File: src/rtl/vertex_texture_quantizer_unit_macros.svh
// ----------------------------------------------------------------------------
// vertex texture quantizer assertion macros
// Short forms for the clocked checks at the end of the top level.
// ----------------------------------------------------------------------------
`ifndef VERTEX_TEXTURE_QUANTIZER_UNIT_MACROS_SVH
`define VERTEX_TEXTURE_QUANTIZER_UNIT_MACROS_SVH

// same-cycle implication, off during reset
`define VTQ_ASSERT_IMP(lbl, ante, cons, msg) \
    lbl: assert property (@(posedge i_clk) disable iff (!i_rst_n) (ante) |-> (cons)) \
        else $error(msg);

// next-cycle implication, off during reset
`define VTQ_ASSERT_NXT(lbl, ante, cons, msg) \
    lbl: assert property (@(posedge i_clk) disable iff (!i_rst_n) (ante) |=> (cons)) \
        else $error(msg);

`endif

File: src/rtl/vtq_pkg.sv
// ----------------------------------------------------------------------------
// vtq_pkg
// Shared types and constants of the vertex texture quantizer.
// ----------------------------------------------------------------------------
package vtq_pkg;

    // default sizes
    localparam int VTQ_MAX_VERTS  = 4096;
    localparam int VTQ_MAX_FRAMES = 256;

    // command codes
    localparam logic [1:0] CMD_LOAD = 2'd0;
    localparam logic [1:0] CMD_POS  = 2'd1;
    localparam logic [1:0] CMD_NRM  = 2'd2;

    // register indexes
    localparam logic [2:0] CFG_MIN_X       = 3'd0;
    localparam logic [2:0] CFG_MIN_Y       = 3'd1;
    localparam logic [2:0] CFG_MIN_Z       = 3'd2;
    localparam logic [2:0] CFG_MAX_X       = 3'd3;
    localparam logic [2:0] CFG_MAX_Y       = 3'd4;
    localparam logic [2:0] CFG_MAX_Z       = 3'd5;
    localparam logic [2:0] CFG_VERTEX_TOTAL = 3'd6;
    localparam logic [2:0] CFG_FRAME_TOTAL  = 3'd7;

    // lane pipeline: one prep stage then one quotient bit per stage
    localparam int DIV_STEPS  = 16;
    localparam int LANE_DEPTH = DIV_STEPS + 1;
    localparam int NUM_W      = 50;
    localparam int DEN_W      = 34;

    typedef struct packed {
        logic [1:0]         command;
        logic [7:0]         frame;
        logic [11:0]        column;
        logic signed [31:0] coord_x;
        logic signed [31:0] coord_y;
        logic signed [31:0] coord_z;
        logic [11:0]        perm_target;
    } t_in_item;

    typedef struct packed {
        logic [20:0] texel_index;
        logic [15:0] chan_r;
        logic [15:0] chan_g;
        logic [15:0] chan_b;
        logic        status;
    } t_out_item;

    // per-axis work handed to a lane
    typedef struct packed {
        logic               is_nrm;
        logic signed [31:0] coord;
        logic signed [31:0] lo;
        logic signed [31:0] hi;
    } t_lane_in;

    // per-item data that travels beside the lanes
    typedef struct packed {
        logic        status;
        logic [20:0] texel_index;
    } t_side;

endpackage

File: src/rtl/vtq_merge.sv
// ----------------------------------------------------------------------------
// vtq_merge
// Joins the three lane results with the texel index into the output item.
// ----------------------------------------------------------------------------
module vtq_merge import vtq_pkg::*; (
    input  logic        i_clk,
    input  logic        i_adv,
    input  t_side       i_side,
    input  logic [15:0] i_q_r,
    input  logic [15:0] i_q_g,
    input  logic [15:0] i_q_b,
    output t_out_item   o_item
);

    t_out_item n_item;
    t_out_item r_item;

    // out-of-range items carry a zero texel index and zero channels
    always_comb begin
        n_item.status      = i_side.status;
        n_item.texel_index = i_side.status ? 21'd0 : i_side.texel_index;
        n_item.chan_r      = i_side.status ? 16'd0 : i_q_r;
        n_item.chan_g      = i_side.status ? 16'd0 : i_q_g;
        n_item.chan_b      = i_side.status ? 16'd0 : i_q_b;
    end

    always_ff @(posedge i_clk) begin
        if (i_adv) begin
            r_item <= n_item;
        end
    end

    assign o_item = r_item;

endmodule

File: config.mk
export PLATFORM = sky130hd
export DESIGN_NAME = vtq_merge
export DESIGN_NICKNAME = d
export VERILOG_FILES = /design/src/rtl/vertex_texture_quantizer_unit_macros.svh /design/src/rtl/vtq_pkg.sv /design/src/rtl/vtq_merge.sv
export SDC_FILE = /design/constraint.sdc
export NUM_CORES = 1
export LEC_CHECK = 0
export BUFFER_PORTS_ARGS = -buffer_cell sky130_fd_sc_hd__buf_4
export CAP_MARGIN = 30
export CORE_ASPECT_RATIO = 0.7
export CORE_UTILIZATION = 47
export CTS_BUF_LIST = sky130_fd_sc_hd__clkbuf_4 sky130_fd_sc_hd__clkbuf_8 sky130_fd_sc_hd__clkbuf_16
export DETAILED_ROUTE_END_ITERATION = 10
export HOLD_SLACK_MARGIN = 0.03
export PLACE_DENSITY = 0.84
export SYNTH_ARGS = -nofsm -noshare
export SYNTH_HDL_FRONTEND = slang
export SYNTH_SLANG_ARGS = --single-unit
File: constraint.sdc
create_clock -name i_clk -period 1 [get_ports i_clk]
set_clock_uncertainty 0.05 [all_clocks]
set_input_delay 0 -clock i_clk [delete_from_list [all_inputs] [get_ports i_clk]]
set_output_delay 0 -clock i_clk [all_outputs]
set_load 0.05 [all_outputs]
After elaboration in Yosys (flattened, before gate mapping)
Index checks and enable logic that the tools add are counted.
- bits in registers: 70
- word-level logic and storage cells: 5
- output and inout port bits: 70
- input port bits: 72

Longest topological paths before layout
- depth after elaboration: 0
- mapped depth: 3
- depth with buffers taken out: 1

Worst setup path after synthesis
OpenSTA, ideal clock, no wires.
- kind: reg2out
- from: register r_item, in the netlist o_item[0]
- to: output port o_item[0] in the netlist's numbering
- arrival time: 0.601 ns
- buffers on the path: 0
- cell stages (with the launch flop): 1
- slack: 0.349 ns
- path through: edfxtp_1
- RTL lines (item ; RTL line ; RTL):
    from (decl) ; vtq_merge.sv:16 ; t_out_item r_item;
    from (signal assigned) ; vtq_merge.sv:29 ; r_item <= n_item;
    to (decl) ; vtq_merge.sv:12 ; output t_out_item o_item
No word-level cell between the ends.

Final worst setup path
- from: register r_item, in the netlist o_item[35]
- to: output port o_item[35] in the netlist's numbering
No word-level cell between the ends.

==> reports/metrics.csv <==
metric;value;unit
Pwr Density;1610;nW/um^2
Wirelength per Cell;18.8;um
vias in the first global route;2210;
io pins;142;
crit path DAT;0.97;ns
die height;64.0;um
Worst IR Drop VDD;1.15;mV
max-slew violations;0;
hold slack final;0.0657;ns
Tot GR Track Use;26.7;%
CP Class;reg -> out;
routed vias;2053;
Final Setup Violations;3;
relative slew slack;85.3;%
final wirelength;8340;um
Nets;438;
Avg Inst Size Synth;17.7;um^2
Antenna Cells;0;
worst hold path type;in -> reg;
slowest cell on the critical path;edfxtp_1;
ANT nets after route;0;
RSZ-0062 raised after global routing;yes;
Synth Net Count;218;
Max Freq;984;MHz
#FFs+latches synth;70;
critical path startpoint category;flop;
outcome;finished with violations;
Crit. End Element;output port;
Slowest Stage Delay on Critical Path;0.41;ns
Syn-to-layout area delta;86.7;%
yosys warns;0;
vias per cell;4.63;
DR pass1 iterations;4;
Die Span X;90.5;um
htree depth;3;
Seq/Total Area, Yosys;81.6;%
failing checks;setup timing;
first-pass GRT wire length;11000;um
dpl cells;357;
Final Hold Vio Count;0;
Worst Path Required;0.95;ns
TritonCTS clock tree;done;
clock sinks;70;
Worst Tran Pin Value;0.220;ns
Pleak;1.99;nW
initial antenna violation count;0;
grt ovf;0;
port buffer count;141;
filler cell count;173;
initial core utilization;49.0;%
Cell Area, Placed;3760;um^2
sum of negative setup slack;-0.0257;ns
Max Cap Viol;0;
Post-Layout Cell Count;443;
Row Count;22;
Worst Path Buf+Inv;1;
Longest Clk Path Bufs;2;
Synth Cell Area;2580;um^2
finished layout cell area;4810;um^2
crit-path cells;buf_4;
fin worst setup slack;-0.0162;ns
DRC;0;
synth unique cells;5;
Total Power;7.74;mW
clock-pin transition on the worst setup and hold timing paths;0.07;ns
largest net degree at the start of global routing;34;
commonest non-fill, non-tap cells in the layout;buf_4 (98), dlygate4sd3_1 (70), edfxtp_1 (70);
core area;5260;um^2
fin crit period;1.02;ns
commonest non-fill, non-tap cell in the layout;buf_4;
Final Cycle Share;102;%
total die area;5790;um^2
share of layout cells above drive strength 1;43.1;%
drt initial violations;149;
Largest register FFs;70;
global placement routability congestion;0.681;
crit path max fanout;1;
Post-Syn Instances;146;
root buffer cell;clkbuf_8;
TritonCTS Buffers;9;
Top delay family on crit path;flip-flops;
## routing by layer
metal	global-route usage [%]	share of wire, %
met1	27.8	36
met2	47.1	53
met3	13.3	9.3
met4	9.07	1.7
met5	0	0
## logic make-up after synthesis
| logic type | Yosys count | share of synthesized area, % |
|---|---|---|
| flip-flops | 70 | 81.6 |
| AND/OR/NAND/NOR | 69 | 16.7 |
| buffers and inverters | 7 | 1.70 |
## cells in the mapped netlist
library cell | number | area share (%)
buf_4 | 1 | 0.29
nor2b_1 | 69 | 17
buf_6 | 1 | 0.44
buf_2 | 5 | 0.97
edfxtp_1 | 70 | 82
## through the flow
step                      setup slack, ns  utilization (%)
after global routing              -0.0481             91.5
after floorplan                     0.349                -
after CTS                         0.00363             88.6
final                             -0.0162             91.5
after global placement              0.224             71.5
after detailed placement            0.212             71.5
## cell type report
type	count	area (um^2)	area share, %
clock buffer	10	131	2.73
clock inverter	6	52.6	1.09
multi-input combinational	69	432	8.97
timing repair buffer	216	2000	41.6
sequential	70	2100	43.7
tap	72	90.1	1.87
## path summary, 6_finish.rpt
| check | from | endpoint | slack [ns] | cells after the start |
|---|---|---|---|---|
| max | o_item[35] | o_item[35] | -0.02 | 1 |
| min | i_side[21] | o_item[0] | 0.07 | 2 |
## what timing repair did
| action | CTS | global route |
|---|---|---|
| hold buffers | 70 | 0 |
| buffers inserted | 0 | 0 |
| endpoints found under the hold margin | 77 | 0 |
| endpoints found under the setup margin | 5 | 44 |
| resized for setup | 5 | 40 |
| cloned | 0 | 0 |
## power by group
group / leakage, nW / internal [mW] / switching [mW]
clock: 0.0983 / 1.15 / 1.03
sequential: 0.675 / 3.49 / 0.109
combinational: 1.21 / 0.814 / 1.15
Power figures use the tool's default switching activity.
