--- src/rtl/vertex_texture_quantizer_unit_macros.svh ---
// ----------------------------------------------------------------------------
// vertex texture quantizer assertion macros
// Short forms for the clocked checks at the end of the top level.
// ----------------------------------------------------------------------------
`ifndef VERTEX_TEXTURE_QUANTIZER_UNIT_MACROS_SVH
`define VERTEX_TEXTURE_QUANTIZER_UNIT_MACROS_SVH

// same-cycle implication, off during reset
`define VTQ_ASSERT_IMP(lbl, ante, cons, msg) \
    lbl: assert property (@(posedge i_clk) disable iff (!i_rst_n) (ante) |-> (cons)) \
        else $error(msg);

// next-cycle implication, off during reset
`define VTQ_ASSERT_NXT(lbl, ante, cons, msg) \
    lbl: assert property (@(posedge i_clk) disable iff (!i_rst_n) (ante) |=> (cons)) \
        else $error(msg);

`endif

--- src/rtl/vtq_pkg.sv ---
// ----------------------------------------------------------------------------
// vtq_pkg
// Shared types and constants of the vertex texture quantizer.
// ----------------------------------------------------------------------------
package vtq_pkg;

    // default sizes
    localparam int VTQ_MAX_VERTS  = 4096;
    localparam int VTQ_MAX_FRAMES = 256;

    // command codes
    localparam logic [1:0] CMD_LOAD = 2'd0;
    localparam logic [1:0] CMD_POS  = 2'd1;
    localparam logic [1:0] CMD_NRM  = 2'd2;

    // register indexes
    localparam logic [2:0] CFG_MIN_X       = 3'd0;
    localparam logic [2:0] CFG_MIN_Y       = 3'd1;
    localparam logic [2:0] CFG_MIN_Z       = 3'd2;
    localparam logic [2:0] CFG_MAX_X       = 3'd3;
    localparam logic [2:0] CFG_MAX_Y       = 3'd4;
    localparam logic [2:0] CFG_MAX_Z       = 3'd5;
    localparam logic [2:0] CFG_VERTEX_TOTAL = 3'd6;
    localparam logic [2:0] CFG_FRAME_TOTAL  = 3'd7;

    // lane pipeline: one prep stage then one quotient bit per stage
    localparam int DIV_STEPS  = 16;
    localparam int LANE_DEPTH = DIV_STEPS + 1;
    localparam int NUM_W      = 50;
    localparam int DEN_W      = 34;

    typedef struct packed {
        logic [1:0]         command;
        logic [7:0]         frame;
        logic [11:0]        column;
        logic signed [31:0] coord_x;
        logic signed [31:0] coord_y;
        logic signed [31:0] coord_z;
        logic [11:0]        perm_target;
    } t_in_item;

    typedef struct packed {
        logic [20:0] texel_index;
        logic [15:0] chan_r;
        logic [15:0] chan_g;
        logic [15:0] chan_b;
        logic        status;
    } t_out_item;

    // per-axis work handed to a lane
    typedef struct packed {
        logic               is_nrm;
        logic signed [31:0] coord;
        logic signed [31:0] lo;
        logic signed [31:0] hi;
    } t_lane_in;

    // per-item data that travels beside the lanes
    typedef struct packed {
        logic        status;
        logic [20:0] texel_index;
    } t_side;

endpackage

--- src/rtl/vtq_lane.sv ---
// ----------------------------------------------------------------------------
// vtq_lane
// One axis: position scaling through a pipelined restoring divider,
// or the normal mapping, one quotient bit per stage.
// ----------------------------------------------------------------------------
module vtq_lane import vtq_pkg::*; (
    input  logic                  i_clk,
    input  t_lane_in              i_lane,
    input  logic [LANE_DEPTH-1:0] i_adv,
    output logic [15:0]           o_q
);

    logic signed [32:0] s;
    logic signed [32:0] d;
    logic signed [32:0] t;
    logic [17:0]        m;
    logic [34:0]        mm;
    logic [34:0]        nsum;
    logic [NUM_W-1:0]   dn;
    logic               pos_zero;
    logic               pos_sat;
    logic               n_frc;
    logic [15:0]        n_fval;
    logic [NUM_W-1:0]   n_num;
    logic [DEN_W-1:0]   n_den;

    logic [NUM_W-1:0] r_rem  [LANE_DEPTH];
    logic [DEN_W-1:0] r_den  [LANE_DEPTH];
    logic [15:0]      r_q    [LANE_DEPTH];
    logic             r_frc  [LANE_DEPTH];
    logic [15:0]      r_fval [LANE_DEPTH];

    // span, offset, clamps and the normal mapping
    always_comb begin
        s        = {i_lane.hi[31], i_lane.hi} - {i_lane.lo[31], i_lane.lo};
        d        = {i_lane.coord[31], i_lane.coord} - {i_lane.lo[31], i_lane.lo};
        pos_zero = (s <= 33'sd0) || (d <= 33'sd0);
        pos_sat  = (d >= s);
        dn       = NUM_W'(d[31:0]);
        n_num    = (dn << 17) - (dn << 1) + NUM_W'(s[32:0]);
        n_den    = {s[32:0], 1'b0};
        t        = {i_lane.coord[31], i_lane.coord} + 33'sd65536;
        if (t < 33'sd0) begin
            m = 18'd0;
        end else if (t > 33'sd131072) begin
            m = 18'd131072;
        end else begin
            m = t[17:0];
        end
        mm   = 35'(m);
        nsum = (mm << 16) - mm + 35'd65536;
        if (i_lane.is_nrm) begin
            n_frc  = 1'b1;
            n_fval = nsum[32:17];
        end else if (pos_zero) begin
            n_frc  = 1'b1;
            n_fval = 16'd0;
        end else if (pos_sat) begin
            n_frc  = 1'b1;
            n_fval = 16'hFFFF;
        end else begin
            n_frc  = 1'b0;
            n_fval = 16'd0;
        end
    end

    // prep stage
    always_ff @(posedge i_clk) begin
        if (i_adv[0]) begin
            r_rem[0]  <= n_num;
            r_den[0]  <= n_den;
            r_q[0]    <= 16'd0;
            r_frc[0]  <= n_frc;
            r_fval[0] <= n_fval;
        end
    end

    // quotient stages, most significant bit first
    for (genvar j = 1; j < LANE_DEPTH; j++) begin : g_step
        localparam int B = DIV_STEPS - j;
        logic [NUM_W-1:0] sh;
        logic             ge;
        assign sh = NUM_W'(r_den[j-1]) << B;
        assign ge = (r_rem[j-1] >= sh);
        always_ff @(posedge i_clk) begin
            if (i_adv[j]) begin
                r_rem[j]  <= ge ? (r_rem[j-1] - sh) : r_rem[j-1];
                r_den[j]  <= r_den[j-1];
                r_q[j]    <= r_q[j-1] | (ge ? (16'd1 << B) : 16'd0);
                r_frc[j]  <= r_frc[j-1];
                r_fval[j] <= r_fval[j-1];
            end
        end
    end

    assign o_q = r_frc[LANE_DEPTH-1] ? r_fval[LANE_DEPTH-1] : r_q[LANE_DEPTH-1];

endmodule

--- config.mk ---
export PLATFORM = sky130hd
export DESIGN_NAME = vtq_lane
export DESIGN_NICKNAME = d
export VERILOG_FILES = /design/src/rtl/vertex_texture_quantizer_unit_macros.svh /design/src/rtl/vtq_pkg.sv /design/src/rtl/vtq_lane.sv
export SDC_FILE = /design/constraint.sdc
export NUM_CORES = 2
export LEC_CHECK = 0
export ABC_AREA = 1
export BUFFER_PORTS_ARGS = -buffer_cell sky130_fd_sc_hd__buf_2
export CORE_MARGIN = 1
export CORE_UTILIZATION = 37
export CTS_CLUSTER_DIAMETER = 150
export DETAILED_ROUTE_END_ITERATION = 10
export GPL_TIMING_DRIVEN = 0
export PLACE_DENSITY = 0.5
export REMOVE_ABC_BUFFERS = 1
export SLEW_MARGIN = 25
export SYNTH_ARGS = -nofsm -noshare
export SYNTH_HDL_FRONTEND = slang
export SYNTH_SLANG_ARGS = --single-unit
--- constraint.sdc ---
create_clock -name i_clk -period 4.69 [get_ports i_clk]
set_input_delay 0.469 -clock i_clk [delete_from_list [all_inputs] [get_ports i_clk]]
set_output_delay 0.469 -clock i_clk [all_outputs]
set_load 0.01 [all_outputs]
# Yosys cells after proc, flatten, opt, wreduce, memory -nomap -nowiden
# Memories as Yosys holds them, arrays and structs flattened.
# Cells that the tools add are included.
# totals
ff_bits,0
latchBits,0
mem_bits_rw,1989
romBits,0
in_bits,115
word_cells,141
memories,5
# memory_table
memory,depth,word_bits,read_ports,rd_ports_with_merged_regs,write_ports,line,rtl
r_rem,17,50,16,0,17,vtq_lane.sv:27,logic [NUM_W-1:0] r_rem [LANE_DEPTH];
r_den,17,34,16,0,17,vtq_lane.sv:28,logic [DEN_W-1:0] r_den [LANE_DEPTH];
r_fval,17,16,17,0,17,vtq_lane.sv:31,logic [15:0] r_fval [LANE_DEPTH];
r_q,17,16,17,0,17,vtq_lane.sv:29,logic [15:0] r_q [LANE_DEPTH];
r_frc,17,1,17,0,17,vtq_lane.sv:30,logic r_frc [LANE_DEPTH];
# classes
n_addsub,23
n_mul,0
div,0
order_cmp,21
n_eq_ne,0
shifts,0
mux,75
bitwise_logic,16
n_reduce_logical,1
# op_table
cell,count
two-way mux 50 bit,16
two-way mux 16 bit,5
less-or-equal comparator 33 x 1 -> 1 bit (second input constant),2
subtractor 32 x 32 -> 33 bit,2
adder 50 x 33 -> 50 bit,1
greater-or-equal comparator 50 x 34 -> 1 bit,1
greater-or-equal comparator 50 x 35 -> 1 bit,1
greater-or-equal comparator 50 x 36 -> 1 bit,1
greater-or-equal comparator 50 x 37 -> 1 bit,1
greater-or-equal comparator 50 x 38 -> 1 bit,1
greater-or-equal comparator 50 x 39 -> 1 bit,1
greater-or-equal comparator 50 x 40 -> 1 bit,1
greater-or-equal comparator 50 x 41 -> 1 bit,1
greater-or-equal comparator 50 x 42 -> 1 bit,1
greater-or-equal comparator 50 x 43 -> 1 bit,1
greater-or-equal comparator 50 x 44 -> 1 bit,1
greater-or-equal comparator 50 x 45 -> 1 bit,1
greater-or-equal comparator 50 x 46 -> 1 bit,1
greater-or-equal comparator 50 x 47 -> 1 bit,1
greater-or-equal comparator 50 x 48 -> 1 bit,1
greater-or-equal comparator 50 x 49 -> 1 bit,1
subtractor 49 x 33 -> 50 bit,1
subtractor 50 x 34 -> 50 bit,1
subtractor 50 x 35 -> 50 bit,1
53 further kinds,91

# Longest topological paths before layout
# logic_depth
word_depth,7
mapped_depth,33

# Least setup slack after synthesis
# Ideal clock, no wire load.
# synth_timing
kind,input -> register
startpoint,input i_lane[64] (netlist name)
endpoint,memory r_rem[0][42] (data pin)
setup_ns,0.260
arrival_ns,4.557
path_slack_ns,-0.127
stages,30
n_path_buf,0
cell_sequence,inv_1 -> ha_1 -> inv_1 -> fa_1 -> nand2_1 -> inv_1 -> nand2_1 -> nand2_1 -> nand2_1 -> nand2_1 -> a21o_1 -> a21oi_1 -> o21ai_0 -> xnor2_1 -> inv_1 -> fa_1 -> inv_1 -> ha_1 -> nand2_1 -> nor2_1 -> inv_1 -> nor2_1 -> inv_1 -> nor4_1 -> a21oi_1 -> o21bai_1 -> nand2_1 -> nand2_1 -> a31oi_1 -> xnor2_1
# synth_rtl
item,line,rtl
"start, declared",vtq_lane.sv:8,"input t_lane_in i_lane,"
"end, declared",vtq_lane.sv:27,

==> flow_summary.html <==
<table>
<tr><th>Metric</th><th>Value</th></tr>
<tr><th colspan="2">Place</th></tr>
<tr><td>Detailed placement HPWL</td><td>257000 um</td></tr>
<tr><td>Port Buf Inserts</td><td>130</td></tr>
<tr><td>GP Congestion</td><td>0.933</td></tr>
<tr><td>Placed insts</td><td>14684</td></tr>
<tr><td>Pre-CTS worst setup slack</td><td>-1990 ps</td></tr>
<tr><th colspan="2">Floorplan</th></tr>
<tr><td>Die height</td><td>approximately 530 um</td></tr>
<tr><td>Placeable core region</td><td>about 280000 um2</td></tr>
<tr><td>I/O pin cnt</td><td>approximately 130</td></tr>
<tr><td>Number of cell rows</td><td>between 150 and 200</td></tr>
<tr><td>Die Outline Area</td><td>~280000 um2</td></tr>
<tr><td>Horizontal die dimension</td><td>~530 um</td></tr>
<tr><td>Effective utilization at floorplan</td><td>0.372</td></tr>
<tr><th colspan="2">Power</th></tr>
<tr><td>Highest ir drop seen on vdd</td><td>between 300 and 400 uV</td></tr>
<tr><td>Leakage dissipation</td><td>47.0 nW</td></tr>
<tr><td>Sum of internal, switching and leakage power</td><td>~76 mW</td></tr>
<tr><td>Power density relative to cell area</td><td>approximately 650 nW/um2</td></tr>
<tr><th colspan="2">Clock network</th></tr>
<tr><td>Inserted Clock Buffers</td><td>approximately 200</td></tr>
<tr><td>TritonCTS sink count</td><td>approximately 1700</td></tr>
<tr><td>TritonCTS clock tree</td><td>yes</td></tr>
<tr><td>Clock latency of the later-clocked register in the worst-skew pair</td><td>slightly below 900 ps</td></tr>
<tr><td>Library cell used as clock root buffer</td><td>sky130_fd_sc_hd__clkbuf_16</td></tr>
<tr><td>Maximum count of clock buffers along a single path</td><td>4</td></tr>
<tr><td>CTS clk-pin slew, worst paths</td><td>around 60 ps</td></tr>
<tr><td>Max H-tree Level</td><td>4</td></tr>
<tr><th colspan="2">Setup path</th></tr>
<tr><td>Number of buffers and inverters on the critical path</td><td>5</td></tr>
<tr><td>Crit path largest cell delay</td><td>~530 ps</td></tr>
<tr><td>Arrival time reported for the critical path endpoint</td><td>between 5000 and 6000 ps</td></tr>
<tr><td>Worst setup path class</td><td>primary input to flop</td></tr>
<tr><td>Kind of end point of the critical path</td><td>flop</td></tr>
<tr><td>Beginning of the worst register-to-register path</td><td>r_den[0][456]</td></tr>
<tr><td>Family with the most delay on the worst path</td><td>compound AO/OA/AOI/OAI gates</td></tr>
<tr><td>Kind of launch point of the worst setup path</td><td>primary input</td></tr>
<tr><td>Worst-path fanout max</td><td>4</td></tr>
<tr><td>Slowest stage cell, crit path</td><td>sky130_fd_sc_hd__fa_1</td></tr>
<tr><td>Required time reported for the critical path endpoint</td><td>approximately 5300 ps</td></tr>
<tr><td>Crit. Startpoint</td><td>i_lane[72]</td></tr>
<tr><th colspan="2">Timing</th></tr>
<tr><td>Fin Setup TNS</td><td>0 ps</td></tr>
<tr><td>Final critical delay including setup and external delays</td><td>~4500 ps</td></tr>
<tr><td>Timing-limited maximum frequency</td><td>approximately 0.22 GHz</td></tr>
<tr><td>Number of max-slew violations in the final report</td><td>0</td></tr>
<tr><td>Endpoints failing setup</td><td>0</td></tr>
<tr><td>Relative slew slack</td><td>0.194</td></tr>
<tr><td>Worst Skew</td><td>43.9 ps</td></tr>
<tr><td>Transition time at the pin with the least slew margin</td><td>around 1200 ps</td></tr>
<tr><td>Final worst-path cycle share</td><td>0.958</td></tr>
<tr><td>Setup repair after global routing missed its margin</td><td>yes</td></tr>
<tr><td>Setup slack of the critical path after layout</td><td>195 ps</td></tr>
<tr><td>Number of hold violations in the final report</td><td>0</td></tr>
<tr><th colspan="2">Global routing</th></tr>
<tr><td>Pin count of the biggest net entering global routing</td><td>slightly below 90</td></tr>
<tr><td>Total gr overflow</td><td>0</td></tr>
<tr><td>Via count of the first global-routing pass</td><td>between 70000 and 80000</td></tr>
<tr><td>First-pass GRT wire length</td><td>between 400000 and 500000 um</td></tr>
<tr><td>GRT Resource Usage Total</td><td>0.222</td></tr>
<tr><td>Antenna violations before repair</td><td>14</td></tr>
<tr><th colspan="2">Final layout</th></tr>
<tr><td>Post-route insts no fill</td><td>between 15000 and 20000</td></tr>
<tr><td>Final core occ</td><td>0.419</td></tr>
<tr><td>Proportion of layout cells with a drive suffix above 1</td><td>0.0677</td></tr>
<tr><td>Combined area of the multi-input logic cells</td><td>between 40000 and 50000 um2</td></tr>
<tr><td>Register cell area after layout</td><td>about 52000 um2</td></tr>
<tr><td>Final net count</td><td>about 12000</td></tr>
<tr><td>Fill cell total of the finished layout</td><td>27311</td></tr>
<tr><td>Synth-to-Final Area Change</td><td>12.7%</td></tr>
<tr><th colspan="2">Routing</th></tr>
<tr><td>Average detailed-routed wire length per instance</td><td>roughly 21 um</td></tr>
<tr><td>Aggregate routed wire length</td><td>between 300000 and 400000 um</td></tr>
<tr><td>Count of nets left with antenna violations after detail routing</td><td>0</td></tr>
<tr><td>Number of vias per cell after detailed routing</td><td>5.09</td></tr>
<tr><td>Vias post-DR</td><td>76841</td></tr>
<tr><td>TritonRoute pass-1 iters</td><td>7</td></tr>
<tr><td>Remaining design rule violation count</td><td>0</td></tr>
<tr><td>Iteration-0 DRC count of the detailed router</td><td>6344</td></tr>
<tr><th colspan="2">Synth</th></tr>
<tr><td>Number of flops mapped to enable cells by yosys</td><td>~1700</td></tr>
<tr><td>Post-synthesis cell count</td><td>10939</td></tr>
<tr><td>Post-synthesis async set-or-reset flop share</td><td>0</td></tr>
<tr><td>Ys flop type</td><td>sky130_fd_sc_hd__edfxtp_1</td></tr>
<tr><td>Synth top area cells</td><td>sky130_fd_sc_hd__edfxtp_1 (51%), sky130_fd_sc_hd__ha_1 (8.8%), sky130_fd_sc_hd__nand2_1 (7.0%), sky130_fd_sc_hd__inv_1 (6.2%), sky130_fd_sc_hd__a21oi_1 (4.4%)</td></tr>
<tr><td>Count of cell types in the netlist</td><td>74</td></tr>
<tr><td>Portion of the post-synthesis area used by sequential elements</td><td>0.508</td></tr>
<tr><td>Largest area contributor in the netlist</td><td>sky130_fd_sc_hd__edfxtp_1</td></tr>
<tr><td>Area share of the largest cell type after synthesis</td><td>0.508</td></tr>
<tr><td>Number of warnings reported in the yosys synthesis log</td><td>0</td></tr>
<tr><td>Per-instance average area after synthesis</td><td>9.39 um2</td></tr>
<tr><td>Cell area after synthesis</td><td>just over 100000 um2</td></tr>
<tr><td>FF+latch count, synth</td><td>1737</td></tr>
<tr><th colspan="2">Min path</th></tr>
<tr><td>Min-Delay Path Class</td><td>primary input to flop</td></tr>
<tr><td>Worst min-delay path startpoint</td><td>i_adv[2]</td></tr>
<tr><th colspan="2">Outcome</th></tr>
<tr><td>Result of the run</td><td>complete, no violations</td></tr>
<tr><th colspan="2">Flow run</th></tr>
<tr><td>Count of max-cap constraint violations</td><td>0</td></tr>
</table>
-- final timing paths --
path	to	slack (ps)	depth (start not counted)
setup / recovery	r_rem[0][47]	190	27
hold / removal	r_rem[0][106]	70	1
setup reg to reg	r_rem[0][717]	210	12
hold reg to reg	r_q[0][157]	390	0
-- synthesized netlist by cell type (83+ instances only) --
master / n
sky130_fd_sc_hd__o21ai_1: 97
sky130_fd_sc_hd__nand4_1: 123
sky130_fd_sc_hd__o21a_1: 84
sky130_fd_sc_hd__inv_1: 1697
sky130_fd_sc_hd__xor2_1: 316
sky130_fd_sc_hd__ha_1: 726
sky130_fd_sc_hd__a31oi_1: 118
sky130_fd_sc_hd__nor4_1: 83
sky130_fd_sc_hd__a21oi_1: 904
sky130_fd_sc_hd__nand2_1: 1920
sky130_fd_sc_hd__nor2_1: 1015
sky130_fd_sc_hd__o21ai_0: 770
sky130_fd_sc_hd__xnor2_1: 315
sky130_fd_sc_hd__edfxtp_1: 1737
sky130_fd_sc_hd__nor3_1: 129
sky130_fd_sc_hd__nand3_1: 298
-- cell type report --
type                       instances  area share
clock buffer                     217      0.0436
multi-input combinational       7379       0.382
antenna                            6    0.000130
timing repair buffer             191      0.0143
clock inverter                   142      0.0137
tap                             3705      0.0401
inverter                        1711      0.0557
sequential                      1737       0.451
-- per-stage QoR --
step / instance area [um2] / hold slack, ps
finish: 116000 / 73.6
global route: 116000 / 37.8
CTS: 115000 / 1.31
detailed placement: 108000 / 405
global placement: 107000 / 400
floorplan: 102000 / 400
-- logic make-up after synthesis --
| kind of cell | share of synthesized area |
|---|---|
| compound gates | 0.123 |
| xor+xnor | 0.0538 |
| fa+ha+maj | 0.0951 |
| buf+inv | 0.0686 |
| flops | 0.508 |
| mux | 0.00175 |
| simple gates | 0.150 |
-- per-layer routing --
metal  part of all wire  vias up  global-route usage
li1                   -    38040                   -
met1               0.45    36715               0.303
met2               0.48     1738               0.378
met3              0.045      346              0.0220
met4              0.021        2              0.0469
met5           0.000041        -                   0
-- cells in the final DEF (no fill, tap or decap), drive strengths merged, types with 220 or more instances in the layout --
cell       n
nand3    304
nand2   1953
xor2     316
a21oi    916
ha       726
o21ai    896
clkbuf   220
nor2    1020
xnor2    315
inv     1722
edfxtp  1737
-- registers in the layout, indices dropped and copies added, names as in the netlist --
name / flops
r_rem: 800
r_fval: 272
r_frc: 17
r_den: 512
r_q: 136
-- power breakdown --
group	switching (mW)	internal, mW
combinational	22.0	12.0
sequential	2.96	22.8
clock	6.57	9.30
total	31.5	44.1
-- repair_timing --
action / 4_1_cts / 5_1_grt
resized for setup: 47 / 92
setup endpoints to repair: 47 / 83
hold buffers: 14 / 0
endpoints found under the hold margin: 365 / 0
pin swaps: 7 / 21
buffers inserted: 7 / 18
Power figures use the tool's default switching activity.
